<file path="src/hdl/kil_pkg.sv">
// Shared types and constants for the keyword/identifier lexer.
// Holds the channel payloads, controller/datapath command and status, and keyword tables.
// No dependencies.
package kil_pkg;

   localparam int NUM_KW      = 10;
   localparam int KW_MAX_LEN  = 6;
   localparam int NUM_SINGLES = 9;

   localparam logic [4:0] KIND_IDENT       = 5'd0;
   localparam logic [4:0] KIND_KW_BASE     = 5'd1;
   localparam logic [4:0] KIND_SINGLE_BASE = 5'd11;

   // keyword text, zero padded; order sets the kind code and the match priority
   localparam logic [7:0] KW_CHAR [NUM_KW][KW_MAX_LEN] = '{
      '{"b", "r", "e", "a", "k", 8'h00},
      '{"c", "h", "a", "r", 8'h00, 8'h00},
      '{"e", "l", "s", "e", 8'h00, 8'h00},
      '{"e", "l", "i", "f", 8'h00, 8'h00},
      '{"f", "l", "o", "a", "t", 8'h00},
      '{"i", "f", 8'h00, 8'h00, 8'h00, 8'h00},
      '{"i", "n", "t", 8'h00, 8'h00, 8'h00},
      '{"r", "e", "t", "u", "r", "n"},
      '{"v", "o", "i", "d", 8'h00, 8'h00},
      '{"w", "h", "i", "l", "e", 8'h00}
   };
   localparam logic [2:0] KW_LEN [NUM_KW] = '{
      3'd5, 3'd4, 3'd4, 3'd4, 3'd5, 3'd2, 3'd3, 3'd6, 3'd4, 3'd5
   };
   localparam logic [7:0] SINGLE_CHAR [NUM_SINGLES] = '{
      " ", ";", ",", "{", "}", "(", ")", "[", "]"
   };

   typedef struct packed {
      logic [7:0] source_byte;
      logic       source_end;
   } lex_req_type;

   typedef struct packed {
      logic [4:0] token_kind;
      logic [7:0] token_char;
      logic       token_last;
      logic       token_truncated;
      logic       stream_done;
   } lex_rsp_type;

   typedef enum logic [1:0] {
      MODE_IDLE,
      MODE_KEYWORD,
      MODE_IDENT
   } lex_mode_type;

   typedef enum logic [1:0] {
      SEQ_READY,
      SEQ_DRAIN,
      SEQ_EXTRA
   } seq_state_type;

   typedef enum logic [1:0] {
      CNT_HOLD,
      CNT_INC,
      CNT_ONE,
      CNT_ZERO
   } cnt_op_type;

   typedef struct packed {
      logic       take;
      logic       mem_wr_cnt;
      logic       mem_wr_head_in;
      logic       mem_wr_head_ff;
      cnt_op_type cnt_op;
      logic       drain;
      logic       drain_after;
      logic [4:0] drain_kind;
      logic       extra;
      logic [4:0] extra_kind;
      logic       emit_drain;
      logic       emit_extra;
      logic       done;
   } lex_cmd_type;

   typedef struct packed {
      logic       letter;
      logic       single_hit;
      logic [4:0] single_kind;
      logic       kw_hit;
      logic [4:0] kw_kind;
      logic       kw_done;
      logic       st_hit;
      logic       load_ok;
      logic       drain_last;
   } lex_status_type;

endpackage

</file>
<file path="src/hdl/kil_datapath.sv">
// Lexer datapath: character buffer, count and keyword candidate mask, drain
// counter and output register. Uses kil_pkg; driven by kil_ctrl.
module kil_datapath #(
   parameter int MAX_TOKEN_LEN = 32
) (
   input  logic                   clock,
   input  logic                   reset,
   input  kil_pkg::lex_req_type   req_data,
   input  logic                   rsp_stall,
   output logic                   rsp_valid,
   output kil_pkg::lex_rsp_type   rsp_data,
   input  kil_pkg::lex_cmd_type   cmd,
   output kil_pkg::lex_status_type status
);

   localparam int CW = $clog2(MAX_TOKEN_LEN + 1);
   localparam int IW = $clog2(MAX_TOKEN_LEN);
   localparam logic [CW-1:0] MAX_CNT = CW'(MAX_TOKEN_LEN);
   localparam logic [CW-1:0] KW_LIM  = CW'(kil_pkg::KW_MAX_LEN);

   logic [7:0] mem [MAX_TOKEN_LEN];
   logic [7:0] rd_data_ff;

   logic [CW-1:0] count_ff, count_in;
   logic          ovf_ff, ovf_in;
   logic [kil_pkg::NUM_KW-1:0] cand_ff, cand_in, cand_next, st_mask;

   logic [7:0]    c_ff;
   logic [CW-1:0] len_ff, len_in;
   logic [CW-1:0] idx_ff, idx_in;
   logic [4:0]    drain_kind_ff;
   logic          trunc_ff, trunc_in;
   logic [4:0]    extra_kind_ff;

   logic          out_valid_ff;
   kil_pkg::lex_rsp_type out_ff;

   logic [7:0]    c;
   logic          wr_en;
   logic [IW-1:0] wr_addr, rd_addr;
   logic [7:0]    wr_data;
   logic [3:0]    kw_k;
   logic [CW-1:0] count_inc;

   assign c         = req_data.source_byte;
   assign count_inc = count_ff + CW'(1);

   // classify the incoming byte
   always_comb begin
      status = '0;
      status.letter = (c >= "A" && c <= "Z") || (c >= "a" && c <= "z");
      for (int i = 0; i < kil_pkg::NUM_SINGLES; i++) begin
         if (!status.single_hit && c == kil_pkg::SINGLE_CHAR[i]) begin
            status.single_hit  = 1'b1;
            status.single_kind = kil_pkg::KIND_SINGLE_BASE + 5'(i);
         end
      end
      for (int k = 0; k < kil_pkg::NUM_KW; k++) begin
         cand_next[k] = cand_ff[k] && (count_ff < KW_LIM)
                        && (CW'(kil_pkg::KW_LEN[k]) > count_ff)
                        && (kil_pkg::KW_CHAR[k][count_ff[2:0]] == c);
         st_mask[k]   = (kil_pkg::KW_CHAR[k][0] == c);
      end
      kw_k = 4'd0;
      for (int k = kil_pkg::NUM_KW - 1; k >= 0; k--) begin
         if (cand_next[k]) kw_k = 4'(k);
      end
      status.kw_hit     = |cand_next;
      status.kw_kind    = kil_pkg::KIND_KW_BASE + 5'(kw_k);
      status.kw_done    = CW'(kil_pkg::KW_LEN[kw_k]) == count_inc;
      status.st_hit     = |st_mask;
      status.load_ok    = !out_valid_ff || !rsp_stall;
      status.drain_last = ({1'b0, idx_ff} + (CW+1)'(1)) == {1'b0, len_ff};
   end

   // token state update on accept
   always_comb begin
      count_in = count_ff;
      ovf_in   = ovf_ff;
      cand_in  = cand_ff;
      if (cmd.take) begin
         case (cmd.cnt_op)
            kil_pkg::CNT_INC: begin
               if (count_ff < MAX_CNT) count_in = count_inc;
               else ovf_in = 1'b1;
               cand_in = cand_next;
            end
            kil_pkg::CNT_ONE: begin
               count_in = CW'(1);
               ovf_in   = 1'b0;
               cand_in  = st_mask;
            end
            kil_pkg::CNT_ZERO: begin
               count_in = '0;
               ovf_in   = 1'b0;
            end
            default: ;
         endcase
      end
   end

   always_ff @(posedge clock) begin
      if (reset) begin
         count_ff <= '0;
         ovf_ff   <= 1'b0;
         cand_ff  <= '0;
      end else begin
         count_ff <= count_in;
         ovf_ff   <= ovf_in;
         cand_ff  <= cand_in;
      end
   end

   // drain length counts the appended byte when the token closes on it
   always_comb begin
      len_in   = count_ff;
      trunc_in = ovf_ff;
      if (cmd.drain_after) begin
         if (count_ff < MAX_CNT) len_in = count_inc;
         else trunc_in = 1'b1;
      end
      idx_in = idx_ff;
      if (cmd.take) idx_in = '0;
      else if (cmd.emit_drain) idx_in = idx_ff + CW'(1);
   end

   always_ff @(posedge clock) begin
      idx_ff <= idx_in;
      if (cmd.take) begin
         c_ff <= c;
      end
      if (cmd.take && cmd.drain) begin
         len_ff        <= len_in;
         drain_kind_ff <= cmd.drain_kind;
         trunc_ff      <= trunc_in;
      end
      if (cmd.take && cmd.extra) begin
         extra_kind_ff <= cmd.extra_kind;
      end
   end

   // buffer memory: one write port, one registered read port
   always_comb begin
      wr_en   = (cmd.mem_wr_cnt && count_ff < MAX_CNT) || cmd.mem_wr_head_in
                || cmd.mem_wr_head_ff;
      wr_addr = (cmd.mem_wr_head_in || cmd.mem_wr_head_ff) ? '0 : count_ff[IW-1:0];
      wr_data = cmd.mem_wr_head_ff ? c_ff : c;
      rd_addr = (idx_in < MAX_CNT) ? idx_in[IW-1:0] : '0;
   end

   always_ff @(posedge clock) begin
      if (wr_en) mem[wr_addr] <= wr_data;
      rd_data_ff <= mem[rd_addr];
   end

   // output register
   always_ff @(posedge clock) begin
      if (reset) begin
         out_valid_ff <= 1'b0;
      end else if (cmd.emit_drain || cmd.emit_extra) begin
         out_valid_ff <= 1'b1;
      end else if (!rsp_stall) begin
         out_valid_ff <= 1'b0;
      end
      if (cmd.emit_drain) begin
         out_ff.token_kind      <= drain_kind_ff;
         out_ff.token_char      <= rd_data_ff;
         out_ff.token_last      <= status.drain_last;
         out_ff.token_truncated <= trunc_ff;
         out_ff.stream_done     <= cmd.done;
      end else if (cmd.emit_extra) begin
         out_ff.token_kind      <= extra_kind_ff;
         out_ff.token_char      <= c_ff;
         out_ff.token_last      <= 1'b1;
         out_ff.token_truncated <= 1'b0;
         out_ff.stream_done     <= cmd.done;
      end
   end

   assign rsp_valid = out_valid_ff;
   assign rsp_data  = out_ff;

endmodule

</file>
<file path="src/hdl/kil_ctrl.sv">
// Lexer controller: lexing mode and the sequencer that drains a finished
// token. Uses kil_pkg; commands kil_datapath.
module kil_ctrl (
   input  logic                    clock,
   input  logic                    reset,
   input  logic                    req_valid,
   input  logic                    req_end,
   output logic                    req_stall,
   input  kil_pkg::lex_status_type status,
   output kil_pkg::lex_cmd_type    cmd
);

   kil_pkg::seq_state_type state_ff, state_in;
   kil_pkg::lex_mode_type  mode_ff, mode_in;
   logic end_ff, end_in;
   logic extra_pend_ff, extra_pend_in;
   logic head_pend_ff, head_pend_in;

   always_ff @(posedge clock) begin
      if (reset) begin
         state_ff      <= kil_pkg::SEQ_READY;
         mode_ff       <= kil_pkg::MODE_IDLE;
         end_ff        <= 1'b0;
         extra_pend_ff <= 1'b0;
         head_pend_ff  <= 1'b0;
      end else begin
         state_ff      <= state_in;
         mode_ff       <= mode_in;
         end_ff        <= end_in;
         extra_pend_ff <= extra_pend_in;
         head_pend_ff  <= head_pend_in;
      end
   end

   always_comb begin
      logic do_start;
      state_in      = state_ff;
      mode_in       = mode_ff;
      end_in        = end_ff;
      extra_pend_in = extra_pend_ff;
      head_pend_in  = head_pend_ff;
      cmd           = '0;
      cmd.cnt_op    = kil_pkg::CNT_HOLD;
      req_stall     = 1'b1;
      do_start      = 1'b0;
      case (state_ff)
         kil_pkg::SEQ_READY: begin
            req_stall = 1'b0;
            if (req_valid) begin
               cmd.take = 1'b1;
               end_in   = req_end;
               case (mode_ff)
                  kil_pkg::MODE_KEYWORD: begin
                     if (status.kw_hit) begin
                        cmd.mem_wr_cnt = 1'b1;
                        cmd.cnt_op     = kil_pkg::CNT_INC;
                        if (status.kw_done) begin
                           cmd.drain       = 1'b1;
                           cmd.drain_after = 1'b1;
                           cmd.drain_kind  = status.kw_kind;
                           cmd.cnt_op      = kil_pkg::CNT_ZERO;
                           mode_in         = kil_pkg::MODE_IDLE;
                        end
                     end else if (status.letter) begin
                        cmd.mem_wr_cnt = 1'b1;
                        cmd.cnt_op     = kil_pkg::CNT_INC;
                        mode_in        = kil_pkg::MODE_IDENT;
                     end else begin
                        cmd.drain      = 1'b1;
                        cmd.drain_kind = kil_pkg::KIND_IDENT;
                        do_start       = 1'b1;
                     end
                  end
                  kil_pkg::MODE_IDENT: begin
                     if (status.letter) begin
                        cmd.mem_wr_cnt = 1'b1;
                        cmd.cnt_op     = kil_pkg::CNT_INC;
                     end else begin
                        cmd.drain      = 1'b1;
                        cmd.drain_kind = kil_pkg::KIND_IDENT;
                        do_start       = 1'b1;
                     end
                  end
                  default: do_start = 1'b1;
               endcase
               // last byte closes a token left open by an append
               if (req_end && !do_start && !cmd.drain
                   && (mode_in == kil_pkg::MODE_KEYWORD || mode_in == kil_pkg::MODE_IDENT)) begin
                  cmd.drain       = 1'b1;
                  cmd.drain_after = 1'b1;
                  cmd.drain_kind  = kil_pkg::KIND_IDENT;
                  cmd.cnt_op      = kil_pkg::CNT_ZERO;
                  mode_in         = kil_pkg::MODE_IDLE;
               end
               if (do_start) begin
                  if (status.single_hit) begin
                     cmd.extra      = 1'b1;
                     cmd.extra_kind = status.single_kind;
                     cmd.cnt_op     = kil_pkg::CNT_ZERO;
                     mode_in        = kil_pkg::MODE_IDLE;
                  end else if (req_end) begin
                     cmd.extra      = 1'b1;
                     cmd.extra_kind = kil_pkg::KIND_IDENT;
                     cmd.cnt_op     = kil_pkg::CNT_ZERO;
                     mode_in        = kil_pkg::MODE_IDLE;
                  end else begin
                     cmd.cnt_op = kil_pkg::CNT_ONE;
                     mode_in    = status.st_hit ? kil_pkg::MODE_KEYWORD
                                                : kil_pkg::MODE_IDENT;
                     // defer the head write until the old token has drained
                     if (cmd.drain) head_pend_in = 1'b1;
                     else cmd.mem_wr_head_in = 1'b1;
                  end
               end
               extra_pend_in = cmd.extra;
               if (cmd.drain) state_in = kil_pkg::SEQ_DRAIN;
               else if (cmd.extra) state_in = kil_pkg::SEQ_EXTRA;
            end
         end
         kil_pkg::SEQ_DRAIN: begin
            if (status.load_ok) begin
               cmd.emit_drain = 1'b1;
               cmd.done       = status.drain_last && end_ff && !extra_pend_ff;
               if (status.drain_last) begin
                  cmd.mem_wr_head_ff = head_pend_ff;
                  head_pend_in       = 1'b0;
                  state_in = extra_pend_ff ? kil_pkg::SEQ_EXTRA : kil_pkg::SEQ_READY;
               end
            end
         end
         kil_pkg::SEQ_EXTRA: begin
            if (status.load_ok) begin
               cmd.emit_extra = 1'b1;
               cmd.done       = end_ff;
               extra_pend_in  = 1'b0;
               state_in       = kil_pkg::SEQ_READY;
            end
         end
         default: state_in = kil_pkg::SEQ_READY;
      endcase
   end

endmodule

</file>
<file path="src/hdl/keyword_identifier_lexer_unit.sv">
// Top level of the keyword/identifier lexer: controller plus datapath.
// Uses kil_pkg, kil_ctrl and kil_datapath.
//
//   port group  direction  payload          accepted when
//   req_*       in         kil_pkg::lex_req_type  req_valid && !req_stall
//   rsp_*       out        kil_pkg::lex_rsp_type  rsp_valid && !rsp_stall
//
// A byte that only extends the open token leaves the sequencer ready. A
// byte that closes a token sends the sequencer to drain each buffered
// character read from the buffer memory, then to emit any single-character
// token; the input is stalled meanwhile. A held rsp_stall pauses the drain.
// Reset clears the mode, count and sequencer; buffer contents are not cleared.
module keyword_identifier_lexer_unit #(
   parameter int MAX_TOKEN_LEN = 32
) (
   input  logic                 clock,
   input  logic                 reset,
   input  logic                 req_valid,
   output logic                 req_stall,
   input  kil_pkg::lex_req_type req_data,
   output logic                 rsp_valid,
   input  logic                 rsp_stall,
   output kil_pkg::lex_rsp_type rsp_data
);

   kil_pkg::lex_cmd_type    cmd;
   kil_pkg::lex_status_type status;

   kil_ctrl u_ctrl (
      .clock     (clock),
      .reset     (reset),
      .req_valid (req_valid),
      .req_end   (req_data.source_end),
      .req_stall (req_stall),
      .status    (status),
      .cmd       (cmd)
   );

   kil_datapath #(
      .MAX_TOKEN_LEN (MAX_TOKEN_LEN)
   ) u_datapath (
      .clock     (clock),
      .reset     (reset),
      .req_data  (req_data),
      .rsp_stall (rsp_stall),
      .rsp_valid (rsp_valid),
      .rsp_data  (rsp_data),
      .cmd       (cmd),
      .status    (status)
   );

endmodule

</file>
<file path="config.mk">
export PLATFORM = sky130hd
export DESIGN_NAME = keyword_identifier_lexer_unit
export DESIGN_NICKNAME = d
export VERILOG_FILES = /design/src/hdl/kil_pkg.sv /design/src/hdl/kil_datapath.sv /design/src/hdl/kil_ctrl.sv /design/src/hdl/keyword_identifier_lexer_unit.sv
export SDC_FILE = /design/constraint.sdc
export NUM_CORES = 1
export LEC_CHECK = 0
export BUFFER_PORTS_ARGS = -buffer_cell sky130_fd_sc_hd__buf_4
export CAP_MARGIN = 20
export CORE_ASPECT_RATIO = 1.1
export CORE_MARGIN = 5
export CORE_UTILIZATION = 55
export DETAILED_ROUTE_END_ITERATION = 8
export PLACE_DENSITY = 0.71
export SLEW_MARGIN = 20
export SYNTH_ARGS = -nofsm -noshare
export SYNTH_HDL_FRONTEND = slang
export SYNTH_SLANG_ARGS = --single-unit
export TNS_END_PERCENT = 20
</file>
<file path="constraint.sdc">
create_clock -name clock -period 7.2 [get_ports clock]
set_input_delay 1.08 -clock clock [delete_from_list [all_inputs] [get_ports clock]]
set_output_delay 1.08 -clock clock [all_outputs]
set_load 0.02 [all_outputs]
</file>
======== Yosys cells after proc, flatten, opt, wreduce, memory -nomap -nowiden ========
Memory sizes are Yosys's and may differ from the RTL's. A register that Yosys moved wholly into a read port is not among the register bits.
Cells that the tools add are included.
storage, ports and cells
  memory bits (writable) .................. 256
  bits in registers ....................... 72
  output and inout port bits .............. 18
  word-level logic and storage cells ...... 321
  memories kept ........................... 12
  memory bits (read-only) ................. 688
  input bits .............................. 13
operators by class
  multiplexer cells ....................... 136
  reductions and logical operators ........ 85
  equal/unequal tests ..................... 48
  $lt $le $gt $ge ......................... 14
  bitwise operators ....................... 2
  add/sub/neg operators ................... 4
memory list
  memory           depth  bits a word  rd ports  clocked after Yosys merged registers in  write ports  RTL line            text
  u_datapath.mem   32     8            1         1                                        1            kil_datapath.sv:21  logic [7:0] mem [MAX_TOKEN_LEN];
  (no name shown)  8      8            1         0                                        0            kil_datapath.sv:61  && (kil_pkg::KW_CHAR[k][count_ff[2:0]] == c);
  (no name shown)  8      8            1         0                                        0            kil_datapath.sv:61
  (no name shown)  8      8            1         0                                        0            kil_datapath.sv:61
  (no name shown)  8      8            1         0                                        0            kil_datapath.sv:61
  (no name shown)  8      8            1         0                                        0            kil_datapath.sv:61
  6 more memories  -      -            -         -                                        -            -
operators with widths
  kind                                                           count
  2-to-1 mux 8 bit                                               21
  2-to-1 mux 6 bit                                               18
  equality test 8 bit                                            10
  equality test 7 x 8 -> 1 bit (first input constant)            8
  logical AND 1 bit                                              48
  2-to-1 mux 2 bit                                               21
  equality test 8 x 6 -> 1 bit (second input constant)           5
  2-to-1 mux 4 bit                                               10
  2-to-1 mux 1 bit                                               37
  2-to-1 mux 9 bit                                               4
  equality test 8 x 7 -> 1 bit (second input constant)           4
  2-to-1 mux 16 bit                                              2
  2-to-1 mux 15 bit                                              2
  2-to-1 mux 3 bit                                               7
  2-to-1 mux 5 bit                                               4
  case mux 10 bit (2 select lines)                               1
  greater-than comparator 3 x 6 -> 1 bit (first input constant)  3
  case mux 6 bit (3 select lines)                                1
  >= comparator 8 x 7 -> 1 bit (second input constant)           2
  <= comparator 8 x 7 -> 1 bit (second input constant)           2
  zero test 1 bit                                                13
  adder 6 x 1 -> 6 bit (second input constant)                   2
  greater-than comparator 2 x 6 -> 1 bit (first input constant)  2
  less-than comparator 6 bit (second input constant)             2
  other kinds (28)                                               60

======== Logic depth before layout (Yosys ltp) ========
  depth in word-level cells ............... 43
  gate-level depth with buffers ........... 27
  gate-level depth less buffers ........... 25

======== By module ========
A second synthesis with hierarchy kept.
unflattened totals
  cell total of the unflattened synthesis .. 1,356
  area, all modules ....................... 15,970.3 um^2
modules (own cells, without submodules)
  module        area each (um^2)  sequential area each (um^2)  cells an instance  instances
  kil_datapath  15,114.5          9,559.2                      1,233              1
  kil_ctrl      855.8             140.1                        123                1

======== Least setup slack after synthesis ========
OpenSTA, ideal clock, no wires.
  kind .................................... flip-flop to flip-flop
  start ................................... register u_datapath.count_ff[0]
  end ..................................... register u_datapath.cand_ff[8] (netlist bit)
  data required time ...................... 7.114 ns
  stages on the path, launching flop included .. 24
  arrival time ............................ 5.466 ns
  setup time .............................. 0.086 ns
  buffers on the path ..................... 4
  period minus slack after synthesis ...... 5.551 ns
  slack ................................... 1.649 ns
  path through ............................ dfxtp_1 -> buf_4 -> clkinv_1 -> ha_1 -> or2_1 -> o32a_1 -> a2111o_1 -> a21boi_2 -> nand2_1 -> nand2_1 -> ha_1 -> inv_1 -> or4_4 -> a2111oi_4 -> and4b_1 -> buf_6 -> nand2b_1 -> a21oi_1 -> ha_1 -> and3_1 -> clkbuf_1 -> clkbuf_1 -> nor2_1 -> a211oi_1
between the ends
  longest elaborated chain between the ends .. 38
  elaborated cells between the ends (all ways) .. 127
  classes of those cells .................. 1 x add/sub; 6 x order compare; 15 x eq/ne; 53 x mux; 2 x bitwise; 39 x reduce/logical; 11 x memory
ends and longest elaborated chain
  item                                                                 RTL line             text
  start: declaration                                                   kil_datapath.sv:24   logic [CW-1:0] count_ff, count_in;
  start signal: assignment                                             kil_datapath.sv:108  count_ff <= count_in;
  NOT 3 -> 4 bit (not written as such)                                 kil_datapath.sv:61
  memory read (8 x 8 bit)                                              -
  2-to-1 mux 8 bit (not written as such) (2 in a row)                  kil_datapath.sv:61
  equality test 8 bit                                                  kil_datapath.sv:61
  logical AND 1 bit                                                    kil_datapath.sv:61
  2-to-1 mux 4 bit (10 in a row)                                       kil_datapath.sv:66   if (cand_next[k]) kw_k = 4'(k);
  NOT 4 -> 5 bit (not written as such)                                 kil_datapath.sv:70   status.kw_done = CW'(kil_pkg::KW_LEN[kw_k]) == count_inc;
  memory read (16 x 3 bit)                                             -
  [12 not listed]                                                      -
  2-to-1 mux 9 bit                                                     kil_ctrl.sv:49       if (req_valid) begin
  2-to-1 mux 9 bit                                                     kil_ctrl.sv:46       case (state_ff)
  2-to-1 mux 2 bit                                                     kil_ctrl.sv:95       if (do_start) begin
  2-to-1 mux 15 bit                                                    kil_ctrl.sv:49
  2-to-1 mux 15 bit                                                    kil_ctrl.sv:46
  equality test 2 bit or equality test 2 x 1 -> 1 bit (tied branches)  kil_datapath.sv:82   case (cmd.cnt_op)
  nonzero test 2 bit (no source line)                                  -
  AND reduction 2 bit (no source line)                                 -
  end signal: assignment                                               kil_datapath.sv:110  cand_ff <= cand_in;
  end: declaration                                                     kil_datapath.sv:26   logic [kil_pkg::NUM_KW-1:0] cand_ff, cand_in, cand_next, st_mask;
Several ways; a longest one is shown, not always the timed one. The select of a mux whose other input is x is not followed.
A chain may end at the register's enable or synchronous reset.

======== Final worst setup path ========
  start ................................... register u_datapath.count_ff[5]
  end ..................................... register u_datapath.cand_ff[5] (netlist bit)
between the ends
  longest elaborated chain between the ends .. 36
  elaborated cells between the ends (all ways) .. 86
  classes of those cells .................. 1 x add/sub; 6 x order compare; 5 x eq/ne; 33 x mux; 1 x bitwise; 39 x reduce/logical; 1 x memory
ends and longest elaborated chain
  item                                                                 RTL line            text
  less-than comparator 6 x 3 -> 1 bit                                  kil_datapath.sv:59  cand_next[k] = cand_ff[k] && (count_ff < KW_LIM)
  logical AND 1 bit                                                    kil_datapath.sv:59
  logical AND 1 bit                                                    kil_datapath.sv:60  && (CW'(kil_pkg::KW_LEN[k]) > count_ff)
  logical AND 1 bit                                                    kil_datapath.sv:61
  2-to-1 mux 4 bit (10 in a row)                                       kil_datapath.sv:66
  NOT 4 -> 5 bit (not written as such)                                 kil_datapath.sv:70
  memory read (16 x 3 bit)                                             -
  2-to-1 mux 3 bit (not written as such) (2 in a row)                  kil_datapath.sv:70
  [10 not listed]                                                      -
  2-to-1 mux 9 bit                                                     kil_ctrl.sv:49
  2-to-1 mux 9 bit                                                     kil_ctrl.sv:46
  2-to-1 mux 2 bit                                                     kil_ctrl.sv:95
  2-to-1 mux 15 bit                                                    kil_ctrl.sv:49
  2-to-1 mux 15 bit                                                    kil_ctrl.sv:46
  equality test 2 bit or equality test 2 x 1 -> 1 bit (tied branches)  kil_datapath.sv:82
  nonzero test 2 bit (no source line)                                  -
  AND reduction 2 bit (no source line)                                 -
Several ways; a longest one is shown, not always the timed one. The select of a mux whose other input is x is not followed.

==> flow_summary.json <==
{
  "worstSkewPairLatency_ns": 0.51,
  "ctsResizeCount": 0,
  "area_growth_pct": 10.04,
  "layout.nets": 1394,
  "grtUsageMet2": 0.4389,
  "post_dp_cell_area_um2": 16960,
  "grt_max_degree": 129,
  "dp_hpwl_um": 27330,
  "routedWlPerCell_um": 23.96,
  "cts_setup_buffers": 0,
  "io_buffer_count": 30,
  "drtAntennaViolNets": 0,
  "worstPathCellList": "inv_1 > ha_1 > o21ai_0 > nand3_1 > or3_1 > a211oi_2 > o311ai_2 > nand2_1 > nand2_1 > ha_1 > inv_1 > or4_4 > a2111oi_4 > and4b_1 > nand2b_1 > a21oi_1 > ha_1 > and3_1 > o21ai_0 > o221a_2",
  "yosysWarnings": 0,
  "endpoint": "u_datapath.cand_ff[5]$_SDFFE_PP0P_",
  "crit_fanout": 18,
  "final_common_cell": "edfxtp_1",
  "design_area_um2": 18150,
  "start_util": 0.5580,
  "path_class": "flop to flop",
  "avgSynthCellArea_um2": 12.08,
  "clockBufferDepth": 3,
  "finalCritPeriodShare": 0.8860,
  "setup_viol": 0,
  "slowest_delay_ns": 0.69,
  "ys_types": 105,
  "powerDensity_nw_per_um2": 243.8,
  "final_cell_mix": "edfxtp_1, nand2_1, nor2_1",
  "min_from": "u_ctrl.end_ff$_SDFFE_PP0P_",
  "ctsHoldBuffers": 0,
  "p_int_mw": 3.430,
  "synth_edf_count": 297,
  "tns_ns": 0,
  "die-area_um2": 33560,
  "die_w_um": 175.1,
  "grt_pass1_wl_um": 64560,
  "io_pins": 31,
  "drive_gt1_frac": 0.1461,
  "synth_nets": 1401,
  "crit_slowest_cell": "dfxtp_1",
  "fillCellCount": 2292,
  "overflow": 0,
  "critPathArrivalTime_ns": 6.79,
  "numCtsBuffers": 35,
  "synth-seq-cells": 336,
  "firstDrtPassIters": 5,
  "grtUsageTotal": 0.2482,
  "wirelength_um": 42090,
  "r2r_start": "u_datapath.count_ff[5]$_SDFFE_PP0P_",
  "antenna_found_initial": 1,
  "yosysSeqAreaShare": 0.5880,
  "sw_frac_of_total": 0.2249,
  "vias_per_cell": 6.366,
  "critPathRequiredTime_ns": 7.61,
  "cts_tree": "done",
  "cts.clk_slew.worst_paths_ns": 0.07,
  "via_count": 11190,
  "slew_headroom": 0.3182,
  "crit_path_start": "u_datapath.count_ff[5]$_SDFFE_PP0P_",
  "status": "completed",
  "tightest_slew_ns": 0.9970,
  "seq_power_share": 0.493,
  "hold_path_class": "flop to flop",
  "r2r_slack_ns": 0.82,
  "fp.coreArea_um2": 29560,
  "rsz0062_at_grt": "false",
  "drv_cap": 0,
  "grt.met3_usage": 0.03484,
  "report.final.slew_viol_count": 0,
  "clkSinkCount": 336,
  "drc": 0,
  "antenna_cells": 0,
  "fmax_mhz": 156.8,
  "use_met1": 0.3126,
  "crit_path_end_kind": "flop",
  "syn_area_um2": 16500,
  "period_needed_ns": 6.379,
  "ir_worst_vdd_mv": 0.1569,
  "drt_iter0_drc": 1240,
  "async_flop_share": 0,
  "top_usage_layer": "met2",
  "hold_violations": 0,
  "clock-root-buffer": "clkbuf_16",
  "grt_pass1_vias": 11020,
  "r2r-end": "u_datapath.cand_ff[5]$_SDFFE_PP0P_",
  "critPathLaunchType": "flop",
  "skew_ns": 0.01132,
  "worstRegToRegCells": 20,
  "rows": 66,
  "die_y_um": 191.6,
  "pwr-share-clk": 0.424,
  "leakagePower_nw": 5.799,
  "h-tree-depth": 2,
  "place_congestion": 1.002,
  "ys.flop_type": "edfxtp_1",
  "crit_path_frequent_cell": "ha_1",
  "p_switching_uw": 995.5,
  "syn_inst": 1365,
  "pwr-share-comb": 0.083
}
==> cells in the mapped netlist, types with 4 or more instances <==
| library cell | instances | area share |
|---|---|---|
| nand2b_1 | 9 | 0.0034 |
| o22ai_1 | 4 | 0.0015 |
| a31oi_1 | 36 | 0.014 |
| xnor2_1 | 20 | 0.011 |
| nand3b_1 | 4 | 0.0018 |
| and2_0 | 5 | 0.0019 |
| nor2b_1 | 17 | 0.0064 |
| mux2_2 | 27 | 0.018 |
| buf_1 | 8 | 0.0018 |
| nand3_1 | 28 | 0.0085 |
| and2_1 | 38 | 0.014 |
| mux2i_1 | 8 | 0.0049 |
| a211oi_2 | 4 | 0.0030 |
| o32a_1 | 6 | 0.0036 |
| mux4_2 | 16 | 0.022 |
| a22oi_1 | 5 | 0.0023 |
| and3_1 | 8 | 0.0030 |
| o21ai_0 | 91 | 0.028 |
| nor4_1 | 4 | 0.0015 |
| dfxtp_1 | 39 | 0.047 |
| inv_1 | 21 | 0.0048 |
| buf_6 | 12 | 0.0082 |
| nor3_1 | 20 | 0.0061 |
| clkbuf_1 | 58 | 0.013 |
| o21ai_1 | 7 | 0.0021 |
| or2_2 | 6 | 0.0023 |
| buf_2 | 13 | 0.0039 |
| a32oi_1 | 8 | 0.0042 |
| a211oi_1 | 42 | 0.019 |
| o211ai_1 | 38 | 0.017 |
| or3_1 | 71 | 0.027 |
| nor2_1 | 91 | 0.021 |
| edfxtp_1 | 297 | 0.54 |
| nand4_1 | 13 | 0.0049 |
| o21a_1 | 4 | 0.0018 |
| buf_4 | 6 | 0.0027 |
| xor2_1 | 25 | 0.013 |
| ha_1 | 23 | 0.017 |
| nand2_1 | 119 | 0.027 |
| o31ai_1 | 7 | 0.0032 |
| a21oi_1 | 19 | 0.0058 |
==> layout make-up <==
type,instances,area [µm²],share of cell area
tap,374,467.9,0.02578
inverter,23,86.33,0.004756
timing repair buffer,53,430.4,0.02371
clock buffer,46,948.4,0.05225
sequential,336,9699,0.5343
clock inverter,16,240.2,0.01323
multi-input combinational,909,6280,0.3459
==> worst max-delay path, delay by kind of cell (launching register included) <==
kind | cells | cell delay, ns
compound gates | 7 | 1.78
fa+ha+maj | 3 | 0.88
flops | 1 | 0.69
buf+inv | 2 | 0.28
simple gates | 8 | 2.64
==> worst min-delay path by stage <==
stage,end,slack (ns),depth (start not counted)
after floorplan,u_ctrl.end_ff$_SDFFE_PP0P_,0.44,2
after global placement,u_ctrl.end_ff$_SDFFE_PP0P_,0.46,2
after detailed placement,u_ctrl.end_ff$_SDFFE_PP0P_,0.47,2
after CTS,u_ctrl.end_ff$_SDFFE_PP0P_,0.48,2
after global routing,u_ctrl.extra_pend_ff$_SDFFE_PP0P_,0.51,2
final,u_ctrl.end_ff$_SDFFE_PP0P_,0.48,2
==> power by group through the flow <==
stage,clock network (mW),logic [mW],registers (mW)
after floorplan,0,0.235,2.23
after global placement,0,0.356,2.22
after detailed placement,0,0.362,2.22
after CTS,1.90,0.364,2.18
after global routing,1.98,0.393,2.18
final,1.88,0.366,2.18
==> per-layer routing <==
| metal | vias to the layer above | wire (µm) |
|---|---|---|
| li1 | 5167 | - |
| met1 | 5477 | 16590 |
| met2 | 428 | 21380 |
| met3 | 111 | 2373 |
| met4 | 2 | 1738 |
| met5 | - | 11 |
==> kinds of logic (layout without fill, tap and decap cells) <==
group | after synthesis | count (layout) | share of synthesized area
buf+inv | 120 | 138 | 0.03512
simple gates | 469 | 469 | 0.1534
xor+xnor | 45 | 45 | 0.02389
flops | 336 | 336 | 0.5880
fa+ha+maj | 23 | 23 | 0.01745
other cells | 1 | 1 | 0.0002273
mux | 54 | 54 | 0.04718
compound gates | 317 | 317 | 0.1347
==> registers in the layout, summed over array words and instances (netlist names) <==
register / flops
u_datapath.cand_ff: 10
u_datapath.idx_ff: 6
u_datapath.count_ff: 6
u_datapath.mem: 256
u_ctrl.head_pend_ff: 1
u_datapath.rsp_valid: 1
u_ctrl.mode_ff: 2
u_ctrl.state_ff: 2
u_datapath.c_ff: 8
u_datapath.rsp_data: 16
u_datapath.trunc_ff: 1
u_datapath.ovf_ff: 1
u_ctrl.end_ff: 1
u_ctrl.extra_pend_ff: 1
u_datapath.rd_data_ff: 8
u_datapath.extra_kind_ff: 5
u_datapath.len_ff: 6
u_datapath.drain_kind_ff: 5
==> stage by stage <==
stage / instances / hold slack [ns] / utilization / worst slack (ns) / total power, mW
6_report: 1757 / 0.4779 / 0.6140 / 0.8206 / 4.425
5_1_grt: 1757 / 0.5088 / 0.6140 / 0.5495 / 4.558
4_1_cts: 1757 / 0.4830 / 0.6140 / 0.8457 / 4.445
3_5_place_dp: 1695 / 0.4743 / 0.5738 / 0.7170 / 2.584
3_3_place_gp: 1693 / 0.4630 / 0.5729 / 0.7996 / 2.578
2_1_floorplan: 1365 / 0.4369 / - / 1.649 / 2.461
No activity file was read; power rests on OpenSTA's default activity.
